==> config.mk <==
export PLATFORM = sky130hd
export DESIGN_NAME = qrs_sqrt_cell
export DESIGN_NICKNAME = d
export VERILOG_FILES = /design/src/hdl/qrs_sqrt_cell.sv
export SDC_FILE = /design/constraint.sdc
export NUM_CORES = 1
export LEC_CHECK = 0
export BUFFER_PORTS_ARGS = -buffer_cell sky130_fd_sc_hd__buf_2
export CAP_MARGIN = 40
export CORE_MARGIN = 1
export CORE_UTILIZATION = 38
export DETAILED_ROUTE_END_ITERATION = 12
export PLACE_DENSITY_LB_ADDON = 0.3
export REMOVE_ABC_BUFFERS = 1
export SYNTH_ARGS = -nofsm -noshare
export SYNTH_HDL_FRONTEND = slang
export SYNTH_SLANG_ARGS = --single-unit
==> constraint.sdc <==
create_clock -name clk_i -period 0.8 [get_ports clk_i]
set_input_delay 0.12 -clock clk_i [delete_from_list [all_inputs] [get_ports clk_i]]
set_output_delay 0.12 -clock clk_i [all_outputs]
set_load 0.005 [all_outputs]
==> src/hdl/qrs_sqrt_cell.sv <==
// One restoring square-root step: brings down two radicand bits, yields one root bit.
`default_nettype none

module qrs_sqrt_cell #(
  parameter int unsigned RAD_W  = 4,
  parameter int unsigned ROOT_W = 2,
  parameter int unsigned SIDE_W = 1
) (
  input  wire logic              clk_i,
  input  wire logic              rst_ni,
  input  wire logic              en_i,
  input  wire logic              vld_i,
  input  wire logic [RAD_W-1:0]  rad_i,
  input  wire logic [ROOT_W+2:0] rem_i,
  input  wire logic [ROOT_W-1:0] root_i,
  input  wire logic [SIDE_W-1:0] side_i,
  output logic                   vld_o,
  output logic [RAD_W-1:0]       rad_o,
  output logic [ROOT_W+2:0]      rem_o,
  output logic [ROOT_W-1:0]      root_o,
  output logic [SIDE_W-1:0]      side_o
);
  localparam int unsigned REM_W = ROOT_W + 3;

  logic [REM_W-1:0] rem_sh;
  logic [REM_W-1:0] trial;
  logic             ge;
  logic [REM_W-1:0] rem_d;

  // trial subtract of 4*root+1 from the shifted remainder
  always_comb begin
    rem_sh = {rem_i[REM_W-3:0], rad_i[RAD_W-1 -: 2]};
    trial  = REM_W'({root_i, 2'b01});
    ge     = (rem_sh >= trial);
    rem_d  = ge ? (rem_sh - trial) : rem_sh;
  end

  always_ff @(posedge clk_i or negedge rst_ni) begin
    if (!rst_ni) begin
      vld_o <= 1'b0;
    end else if (en_i) begin
      vld_o <= vld_i;
    end
  end

  always_ff @(posedge clk_i) begin
    if (en_i) begin
      rad_o  <= rad_i << 2;
      rem_o  <= rem_d;
      root_o <= {root_i[ROOT_W-2:0], ge};
      side_o <= side_i;
    end
  end

endmodule

`default_nettype wire

Word level (Yosys, flattened, before mapping)

Index checks and enable logic that the tools add are counted.

Register bits: 11
Input bits: 16
Output and inout bits: 13
Word-level logic and storage cells: 8

Add/subtract/negate cells: 1
Magnitude comparators: 1
Muxes and demuxes: 1

Operators with widths:

| kind                                       | number |
|---|---|
| greater-or-equal comparator 5 x 4 -> 1 bit | 1 |
| two-way mux 5 bit                          | 1 |
| subtractor 5 x 4 -> 5 bit                  | 1 |

Depth between registers and ports, before layout

Depth after elaboration: 2
Depth in mapped cells: 6
Depth with buffers taken out: 6

Least setup slack after synthesis

Ideal clock, no wire load.

Path type: input to register
Start point: input port root_i[0]
End point: register rem_o[3], data pin
Library setup time: 0.255 ns
Data arrival time: 1.141 ns
Data required time: 0.545 ns
Setup slack: -0.596 ns
Cell stages on the path: 5
Buffers on the path: 0
Cells stage by stage: inv_1 ha_1 o21a_1 or4_1 and3_1

Word-level cells in the longest chain between the ends: 2
Elaborated cells between the ends (all ways): 3
Those cells by class: add/sub (1); order compare (1); mux (1)

Ends and longest elaborated chain:

| item                                                                                           | line   | source |
|---|---|---|
| start: declaration                                                                             | 15     | `input wire logic [ROOT_W-1:0] root_i,` |
| subtractor 5 x 4 -> 5 bit / greater-or-equal comparator 5 x 4 -> 1 bit (equally long branches) | 35, 34 |  |
| two-way mux 5 bit (*)                                                                          | 35     | `rem_d = ge ? (rem_sh - trial) : rem_sh;` |
| named net rem_d[3]                                                                             | 28     | `logic [REM_W-1:0] rem_d;` |
| end signal: assignment                                                                         | 49     | `rem_o <= rem_d;` |
| end: declaration                                                                               | 19     | `output logic [ROOT_W+2:0] rem_o,` |

Mark *: on every way through the listed nets, which the timed path passes. The rest lies on a longest branch.
A chain may end at the register's enable or synchronous reset.

Worst setup path in the final report

Start point: input port rem_i[1]
End point: register rem_o[3], data pin

Word-level cells in the longest chain between the ends: 2
Elaborated cells between the ends (all ways): 3
Those cells by class: add/sub (1); order compare (1); mux (1)

Ends and longest elaborated chain:

| item                                                                                           | line   | source |
|---|---|---|
| start: declaration                                                                             | 14     | `input wire logic [ROOT_W+2:0] rem_i,` |
| subtractor 5 x 4 -> 5 bit / greater-or-equal comparator 5 x 4 -> 1 bit (equally long branches) | 35, 34 |  |
| two-way mux 5 bit (*)                                                                          | 35     |  |
| named net rem_d[3]                                                                             | 28     |  |

Marked as above.

==> impl_metrics.ini <==
[clock_tree]
clk_pin_slew_worst_paths_ps = 70
clockBufferDepth = 2
cts-htree-levels = 1
root_buffer = clkbuf_4
cts_made_buffers = 3
cts_tree = built
clk_latency_ps = 260
clock-sinks = 11

[routing]
first_pass_iters = 4
drc = 0
routed_wl_mm = 1.41
wl_per_cell_um = 13.9
ant_nets = 0
vias_per_cell = 4.88
drt_iter0_drc = 10
vias = 493

[timing]
setup-tns-final_ps = -2600
finalHoldViolCount = 0
clock.fmax_ghz = 0.823
rsz0062_at_grt = true
fin_crit_sh = 1.52
finClkSkew_ps = 0
timing.final.ws_setup_ps = -415
finalSetupViolCount = 17
period_needed_ps = 1210
maxSlewViolCount = 0

[synth]
yosys-top-cells-count = edfxtp_1 (10), nor2_1 (5), a21oi_1 (4), ha_1 (4), inv_1 (4)
async_reset_ff_frac = 0.0909
syn_area_um2 = 558
synth_most_common_cell = edfxtp_1
synth-seq-cells = 11
syn_avg_cell_area_um2 = 12.4
synth_edf_count = 10
synth_top_area_frac = 0.538
synth_largest_area_cell = edfxtp_1
seq_area_frac_synth = 0.583
yosysWarnings = 0
synth.distinct_cells = 19
synthCells = 45
ys.flop_type = edfxtp_1
synthTopCellsByArea = edfxtp_1 (54%), ha_1 (9.0%), dfrtp_1 (4.5%), a21oi_1 (3.6%), nor2_1 (3.4%)

[setup_path]
cp.depth = 6
crit_fanout = 4
cp.arrival_ps = 1230
crit_buf_inv = 2
critPathSlowestCell = a311oi_4
max_stage_delay_ps = 320
end_kind = flop
start_kind = input port
ff2ff_path_depth = 1
cp.required_ps = 810
path_cells = buf_8 > ha_4 > a311oi_4 > buf_4 > nand2b_1 > and3_4
path_class = in2reg
critPathTopFamily = compound AO/OA/AOI/OAI gates

[global_routing]
grt_pass1_wl_mm = 1.70
overflow = 0
grt_usage = 0.171
grt_max_degree = 11
first_global_vias = 407
grt_antenna_before_repair = 0

[power]
finalPower_uw = 1530
vdd_drop_max_mv = 0.907
p_leak_uw = 0.000420
power.density_mw_per_mm2 = 1610

[final_layout]
utilization = 0.710
layout-drive-gt1-share = 0.640
nets = 107
fillers = 90
final_area_um2 = 947
area_growth_pct = 69.7
num_antenna_cells = 0

[min_path]
holdCritPathClass = in2reg
min_path_cells = 1

[die]
io_pins = 29
start_util = 0.418
die-area_mm2 = 0.00163
design.core.area_mm2 = 0.00133
row_count = 13
dieWidth_um = 40.3
die_h_um = 40.3

[run_status]
violations = setup timing
status = finished, violations left

[placement]
hpwl_um = 809
gp_congestion = 0.674
numPortBuffers = 24
placed_cell_area_um2 = 773
place_ws_ps = -778

[run]
max_cap_violations = 0
==> through the flow <==
stage | hold WS (ps) | std cells
2_1_floorplan | -176 | 44
3_3_place_gp | -105 | 93
3_5_place_dp | -102 | 93
4_1_cts | 29.7 | 101
5_1_grt | 30.1 | 101
6_report | 37.1 | 101
==> cell families (layout without fill, tap and decap cells) <==
kind of cell | after synthesis | count (layout) | synth area share
flops | 11 | 11 | 0.583
simple gates | 10 | 10 | 0.0897
compound gates | 9 | 9 | 0.110
buf+inv | 6 | 46 | 0.0538
fa+ha+maj | 4 | 4 | 0.0897
xor+xnor | 3 | 3 | 0.0471
other cells | 1 | 2 | 0.00672
mux | 1 | 1 | 0.0202
==> state kept, by name (all words and copies together) (netlist names) <==
name / flops
rad_o: 2
root_o: 2
vld_o: 1
rem_o: 5
side_o: 1
==> final cells by class <==
class	instances	area, um2	share of cell area
repair buffers	38	284	0.300
inverters	4	20.0	0.0211
multi-input cells	29	273	0.288
flip-flops and latches	11	325	0.343
well taps	15	18.8	0.0198
clock buffers	4	26.3	0.0277
==> report_power, final <==
group          leakage [uW]  internal, uW  switching, uW
logic              0.000295           255            195
registers          0.000110           703           14.0
clock network     0.0000150           192            167
==> per-layer routing <==
| layer | global-route usage | vias to the layer above | share of wire |
|---|---|---|---|
| li1 | - | 242 | - |
| met1 | 0.186 | 219 | 0.36 |
| met2 | 0.298 | 28 | 0.56 |
| met3 | 0.0389 | 4 | 0.053 |
| met4 | 0.100 | 0 | 0.024 |
| met5 | 0 | - | 0 |
==> timing repair <==
| action | 4_1_cts | 5_1_grt |
|---|---|---|
| pin swaps | 6 | 2 |
| buffers inserted | 3 | 0 |
| gates resized for setup | 13 | 14 |
| endpoints found under the hold margin | 1 | 0 |
| endpoints found under the setup margin | 17 | 17 |
| hold buffers | 1 | 0 |
==> final timing paths <==
check                      startpoint        to  slack, ps
min in group asynchronous      rst_ni     vld_o        160
hold reg to reg                 vld_o     vld_o        510
setup / recovery             rem_i[1]  rem_o[3]       -410
setup reg to reg                vld_o     vld_o         60
hold / removal               rad_i[1]  rad_o[3]         40
max in group asynchronous      rst_ni     vld_o        560
==> layout by cell type, fill, tap and decap left out, types with 3 or more instances in the layout <==
cell type | netlist | routed
buf_8 | 0 | 3
nor2_1 | 5 | 5
clkbuf_4 | 0 | 3
buf_6 | 0 | 3
edfxtp_1 | 10 | 10
buf_4 | 2 | 10
buf_2 | 0 | 20
(Power assumes the default switching activity.)
