$ cat src/hdl/qrs_div_cell.sv
// One restoring division step: brings down one dividend bit, yields one quotient bit.
`default_nettype none

module qrs_div_cell #(
  parameter int unsigned DVD_W  = 2,
  parameter int unsigned DEN_W  = 2,
  parameter int unsigned SIDE_W = 1
) (
  input  wire logic              clk_i,
  input  wire logic              rst_ni,
  input  wire logic              en_i,
  input  wire logic              vld_i,
  input  wire logic [DVD_W-1:0]  dvd_i,
  input  wire logic [DEN_W:0]    rem_i,
  input  wire logic [DEN_W-1:0]  den_i,
  input  wire logic [DVD_W-1:0]  quo_i,
  input  wire logic [SIDE_W-1:0] side_i,
  output logic                   vld_o,
  output logic [DVD_W-1:0]       dvd_o,
  output logic [DEN_W:0]         rem_o,
  output logic [DEN_W-1:0]       den_o,
  output logic [DVD_W-1:0]       quo_o,
  output logic [SIDE_W-1:0]      side_o
);
  localparam int unsigned REM_W = DEN_W + 1;

  logic [REM_W-1:0] rem_sh;
  logic [REM_W-1:0] den_x;
  logic             ge;
  logic [REM_W-1:0] rem_d;

  // compare and subtract against the divisor
  always_comb begin
    rem_sh = {rem_i[REM_W-2:0], dvd_i[DVD_W-1]};
    den_x  = REM_W'(den_i);
    ge     = (rem_sh >= den_x);
    rem_d  = ge ? (rem_sh - den_x) : rem_sh;
  end

  always_ff @(posedge clk_i or negedge rst_ni) begin
    if (!rst_ni) begin
      vld_o <= 1'b0;
    end else if (en_i) begin
      vld_o <= vld_i;
    end
  end

  always_ff @(posedge clk_i) begin
    if (en_i) begin
      dvd_o  <= dvd_i << 1;
      rem_o  <= rem_d;
      den_o  <= den_i;
      quo_o  <= {quo_i[DVD_W-2:0], ge};
      side_o <= side_i;
    end
  end

endmodule

`default_nettype wire

$ cat config.mk
export PLATFORM = sky130hd
export DESIGN_NAME = qrs_div_cell
export DESIGN_NICKNAME = d
export VERILOG_FILES = /design/src/hdl/qrs_div_cell.sv
export SDC_FILE = /design/constraint.sdc
export NUM_CORES = 1
export LEC_CHECK = 0
export BUFFER_PORTS_ARGS = -buffer_cell sky130_fd_sc_hd__buf_2
export CORE_UTILIZATION = 28
export CTS_CLUSTER_SIZE = 16
export DETAILED_ROUTE_END_ITERATION = 10
export PLACE_DENSITY_LB_ADDON = 0.08
export SLEW_MARGIN = 40
export SYNTH_ARGS = -nofsm -noshare
export SYNTH_HDL_FRONTEND = slang
export SYNTH_SLANG_ARGS = --single-unit
$ cat constraint.sdc
create_clock -name clk_i -period 1.1 [get_ports clk_i]
set_clock_uncertainty 0.15 [all_clocks]
set_input_delay 0.165 -clock clk_i [delete_from_list [all_inputs] [get_ports clk_i]]
set_output_delay 0.165 -clock clk_i [all_outputs]
set_load 0.005 [all_outputs]
**Yosys cells after proc, flatten, opt, wreduce, memory -nomap -nowiden**

Index checks and enable logic that the tools add are counted.

- Register bits: 10
- Output and inout port bits: 11
- Logic and storage cells: 9

- $add $sub $neg: 1
- Order comparisons: 1
- Mux-type cells: 1

Operators by type and width:

| operator | number |
|---|---|
| $ge 3x2->1 | 1 |
| $mux 3 | 1 |
| $sub 3x2->3 | 1 |

**Logic depth before layout (Yosys ltp)**

- Depth in word-level cells: 2
- Mapped depth: 5
- Depth with buffers taken out: 5

**Worst setup path before layout**

Ideal clock, no wire load.

- Path type: input -> register
- Start point: input port dvd_i[1]
- End point: register rem_o[2], data pin
- Data arrival time: 0.953 ns
- Data required time: 0.694 ns
- Slack: -0.260 ns
- Stages: 5
- Path through: inv_1 ha_1 fa_1 xnor2_1 nor2_1

- Cells in the longest elaborated chain, start to end: 2
- Elaborated cells between the ends (all ways): 3
- Those cells by class: add/sub (1); order compare (1); mux (1)

RTL lines:

| what | line | text |
|---|---|---|
| start, declared | 13 | `input wire logic [DVD_W-1:0] dvd_i,` |
| $sub 3x2->3 / $ge 3x2->1 (equally long branches) | 37, 36 |  |
| $mux 3 * | 37 | `rem_d = ge ? (rem_sh - den_x) : rem_sh;` |
| named net rem_d[2] | 30 | `logic [REM_W-1:0] rem_d;` |
| end signal, assigned | 51 | `rem_o <= rem_d;` |
| end, declared | 20 | `output logic [DEN_W:0] rem_o,` |

Mark *: on every way through the listed nets, which the timed path passes. The rest lies on a longest branch.
A chain may end at the register's enable or synchronous reset.

**Worst setup path after layout**

- Start point: input port dvd_i[1]
- End point: register rem_o[1], data pin

The elaborated chain is that of the path after synthesis.

==> results.md <==
- The synthesized net count is 46.
- The maximum operating frequency is 0.8805 GHz.
- The kind of capture point of the worst setup path is a flip-flop.
- The most frequent standard cell in the layout excluding fill and tap cells is sky130_fd_sc_hd__buf_2.
- Counting cells, the worst reg-to-reg path comes to 1.
- The power per cell area is 1177 nW/µm².
- In this run the worst path has a maximum fanout of 2.
- The cell depth of the worst hold path is 2.
- The total leakage power is 0.0003436 µW.
- The final weighted congestion in routability-driven placement is 0.7265.
- In the layout the commonest cells are 18 x sky130_fd_sc_hd__buf_2, 9 x sky130_fd_sc_hd__edfxtp_1, 8 x sky130_fd_sc_hd__dlygate4sd3_1, 5 x sky130_fd_sc_hd__buf_4, 3 x sky130_fd_sc_hd__clkbuf_4.
- The critical path startpoint category is an input port.
- The number of design-rule violations left by the first detailed-router iteration is 2.
- The maximum resistive drop on vdd is 0.6906 mV.
- After technology mapping, the gate count stands at 29.
- After layout, the minimum clock period comes to 1.136 ns.
- The post-route netlist has 59.09% of its cells at a drive strength greater than 1.
- The detail route stage leaves a number of antenna-violating nets equal to 0.
- For this run, the detailed router's first-pass iteration total came to 2.
- The synthesized design contains 10 register bits.
- The leftover overflow at the end of global routing is 0.
- Cells fill 52.33% of the core in the end.
- Data on the critical path is required at its endpoint by 0.96 ns.
- The sum of internal, switching and leakage power is 927.7 µW.
- The routed layout has 342 vias.
- Setup violations remaining at the end of the flow were counted as 1.
- Once the floorplan was initialized, standard cells occupied 29.98% of the core.
- Counting every sink on the clock net gives 10.
- The mapped cell area is 451.7 µm².
- The number of I/O port buffers is 21.
- CTS built an H-tree with a depth of 1.
- The endpoint identified for the worst register-to-register timing path is vld_o.
- The standard cell core area is 1506 µm².
- The final instance area is 788.3 µm².
- Dividing the detail-routed wire length by the instance count gives 11.00 µm.
- The setup check on the worst reg-to-reg path leaves a slack of 0.20 ns.
- In the routed design, unresolved DRC markers number 0.
- The count of endpoints failing hold in the final timing report is 0.
- Setup repair after global routing could not meet its margin everywhere.
- The number of diodes is 0.
- In this run the critical register-to-register path is launched from vld_o.
- The full die area is 1778 µm².
- The worst setup path is of the input port to flip-flop kind.
- The placed cell area is 636.9 µm².
- The startpoint identified for the worst hold timing path is en_i.
- Once routing completed, OpenROAD measured the worst setup slack at -0.03573 ns.
- The maximum number of pins on one net before global-route repair is 8.
- The synthesis-to-layout area growth is 74.52%.
- After detailed routing, the total wire length is 902 µm.
- The worst hold path belongs to the class input port to flip-flop.
- The y dimension of the die is 42.17 µm.
- The first global-routing pass estimated 1.524 mm of wire.
- The worst-case hold path end point is vld_o.
- The number of I/O pins is 25.
- The floorplan row count is 14.
- The data arrival time of the worst path is 1.00 ns.
- In this run the mean area of a mapped cell was 15.58 µm².
- After synthesis, flip-flops and latches occupy 65.37% of the total area.
- After detailed routing, the number of vias per cell comes to 4.171.
- For the worst-skew pair, the clock arrives at the later sink with an insertion delay of 0.26 ns.
- The clock slew at the register clock pins of the worst setup and hold paths is 0.07 ns.
- The max-cap check violation count is 0.
- The final reports fail on negative setup slack.
- The buffer depth of the longest clock path is 2.
- The final layout net count is 84.
- The number of antenna violations at the first check in global routing is 0.
- The pre-CTS setup slack is -0.3909 ns.
- Clock tree synthesis inserted a total of 3 buffers.
- The width of the chip is 42.17 µm.
- The number of global-route vias before repair is 367.
- The total count of max-transition violations in the final report is 0.
- TritonCTS built the clock tree.
- The clock tree root buffer cell is sky130_fd_sc_hd__clkbuf_4.
- The total routing resource utilization after global routing is 11.81%.
- The flow ran to the end, but the final reports show violations.
- In the finished design, the share of the clock period the worst path needs comes to 103.2%.
- The synthesis warning total is 0.
- The number of library cell types mapped by synthesis is 17.
- Final hold analysis gives a worst-case slack of 0.03313 ns.
## what timing repair did
item	in CTS	in global routing
setup endpoints to repair	3	8
gates resized for setup	7	2
pin swaps	3	1
hold endpoints to repair	7	2
buffers inserted	1	0
hold buffers	7	1
## synth_stat cells
library cell | number | area [µm²]
sky130_fd_sc_hd__edfxtp_1 | 9 | 270.3
sky130_fd_sc_hd__inv_1 | 4 | 15.01
sky130_fd_sc_hd__ha_1 | 2 | 25.02
sky130_fd_sc_hd__a21oi_4 | 1 | 16.27
sky130_fd_sc_hd__buf_4 | 1 | 7.510
sky130_fd_sc_hd__conb_1 | 1 | 3.750
sky130_fd_sc_hd__dfrtp_1 | 1 | 25.02
sky130_fd_sc_hd__fa_1 | 1 | 20.02
sky130_fd_sc_hd__mux2_2 | 1 | 11.26
sky130_fd_sc_hd__mux2i_1 | 1 | 10.01
sky130_fd_sc_hd__nand2b_1 | 1 | 6.260
sky130_fd_sc_hd__nor2_1 | 1 | 3.750
sky130_fd_sc_hd__nor2b_1 | 1 | 6.260
sky130_fd_sc_hd__o21ai_1 | 1 | 5.000
sky130_fd_sc_hd__o31a_1 | 1 | 8.760
sky130_fd_sc_hd__or2_4 | 1 | 8.760
sky130_fd_sc_hd__xnor2_1 | 1 | 8.760
## kinds of logic after synthesis
| family | count (synthesis) | share of synthesized area [%] |
|---|---|---|
| other | 1 | 0.8302 |
| buffers and inverters | 5 | 4.986 |
| flip-flops | 10 | 65.37 |
| adder cells (fa/ha/maj) | 3 | 9.972 |
| AND/OR/NAND/NOR | 4 | 5.541 |
| AO/OA/AOI/OAI | 3 | 6.648 |
| XOR/XNOR | 1 | 1.939 |
| multiplexers | 2 | 4.709 |
## worst max-delay path, stage by stage
cell and delay [ns]:
sky130_fd_sc_hd__buf_8 0.09, sky130_fd_sc_hd__inv_8 0.03, sky130_fd_sc_hd__ha_4 0.15, sky130_fd_sc_hd__fa_2 0.51, sky130_fd_sc_hd__mux2i_1 0.06
## power by group
part	internal [µW]	total, µW	leakage, µW	switching, µW
logic	125	207	0.000228	81.3
registers	457	466	0.0000999	8.17
clock network	131	255	0.0000154	124
## registers in the layout (all words and copies together), names as in the netlist
signal and count:
den_o 2, dvd_o 1, quo_o 2, rem_o 3, side_o 1, vld_o 1
## how the worst max path moves through the flow
stage	from	endpoint	slack, ns	cells after the start
floorplan	dvd_i[1]	rem_o[1]	-0.20	4
global placement	dvd_i[1]	rem_o[1]	-0.37	5
finish	dvd_i[1]	rem_o[1]	-0.04	5
detailed placement	dvd_i[1]	rem_o[1]	-0.39	5
CTS	dvd_i[1]	rem_o[1]	-0.03	5
global route	dvd_i[1]	rem_o[1]	-0.03	5
## layout make-up
| class | count | area, µm² |
|---|---|---|
| Multi-Input combinational cell | 14 | 176.4 |
| Clock buffer | 3 | 22.52 |
| Inverter | 4 | 25.02 |
| Fill cell | 143 | 718.2 |
| Timing Repair Buffer | 34 | 245.2 |
| Sequential cell | 10 | 295.3 |
| Tap cell | 16 | 20.02 |
| Clock inverter | 1 | 3.754 |
## per-layer routing
metal  vias to the layer above  global-route usage (%)  routed length, µm
met2                        12                   21.85                509
met4                         0                   5.625                 13
li1                        170                       -                  -
met1                       158                   10.77                335
met3                         2                   5.172                 43
met5                         -                       0                  0
## stage by stage
step / cells / setup TNS (ns)
after global routing: 82 / -0.1124
after detailed placement: 69 / -1.332
after floorplan: 29 / -0.5058
after global placement: 69 / -1.256
final: 82 / -0.03573
after CTS: 81 / -0.02745
Note: power is estimated with default switching activity, not from simulation.
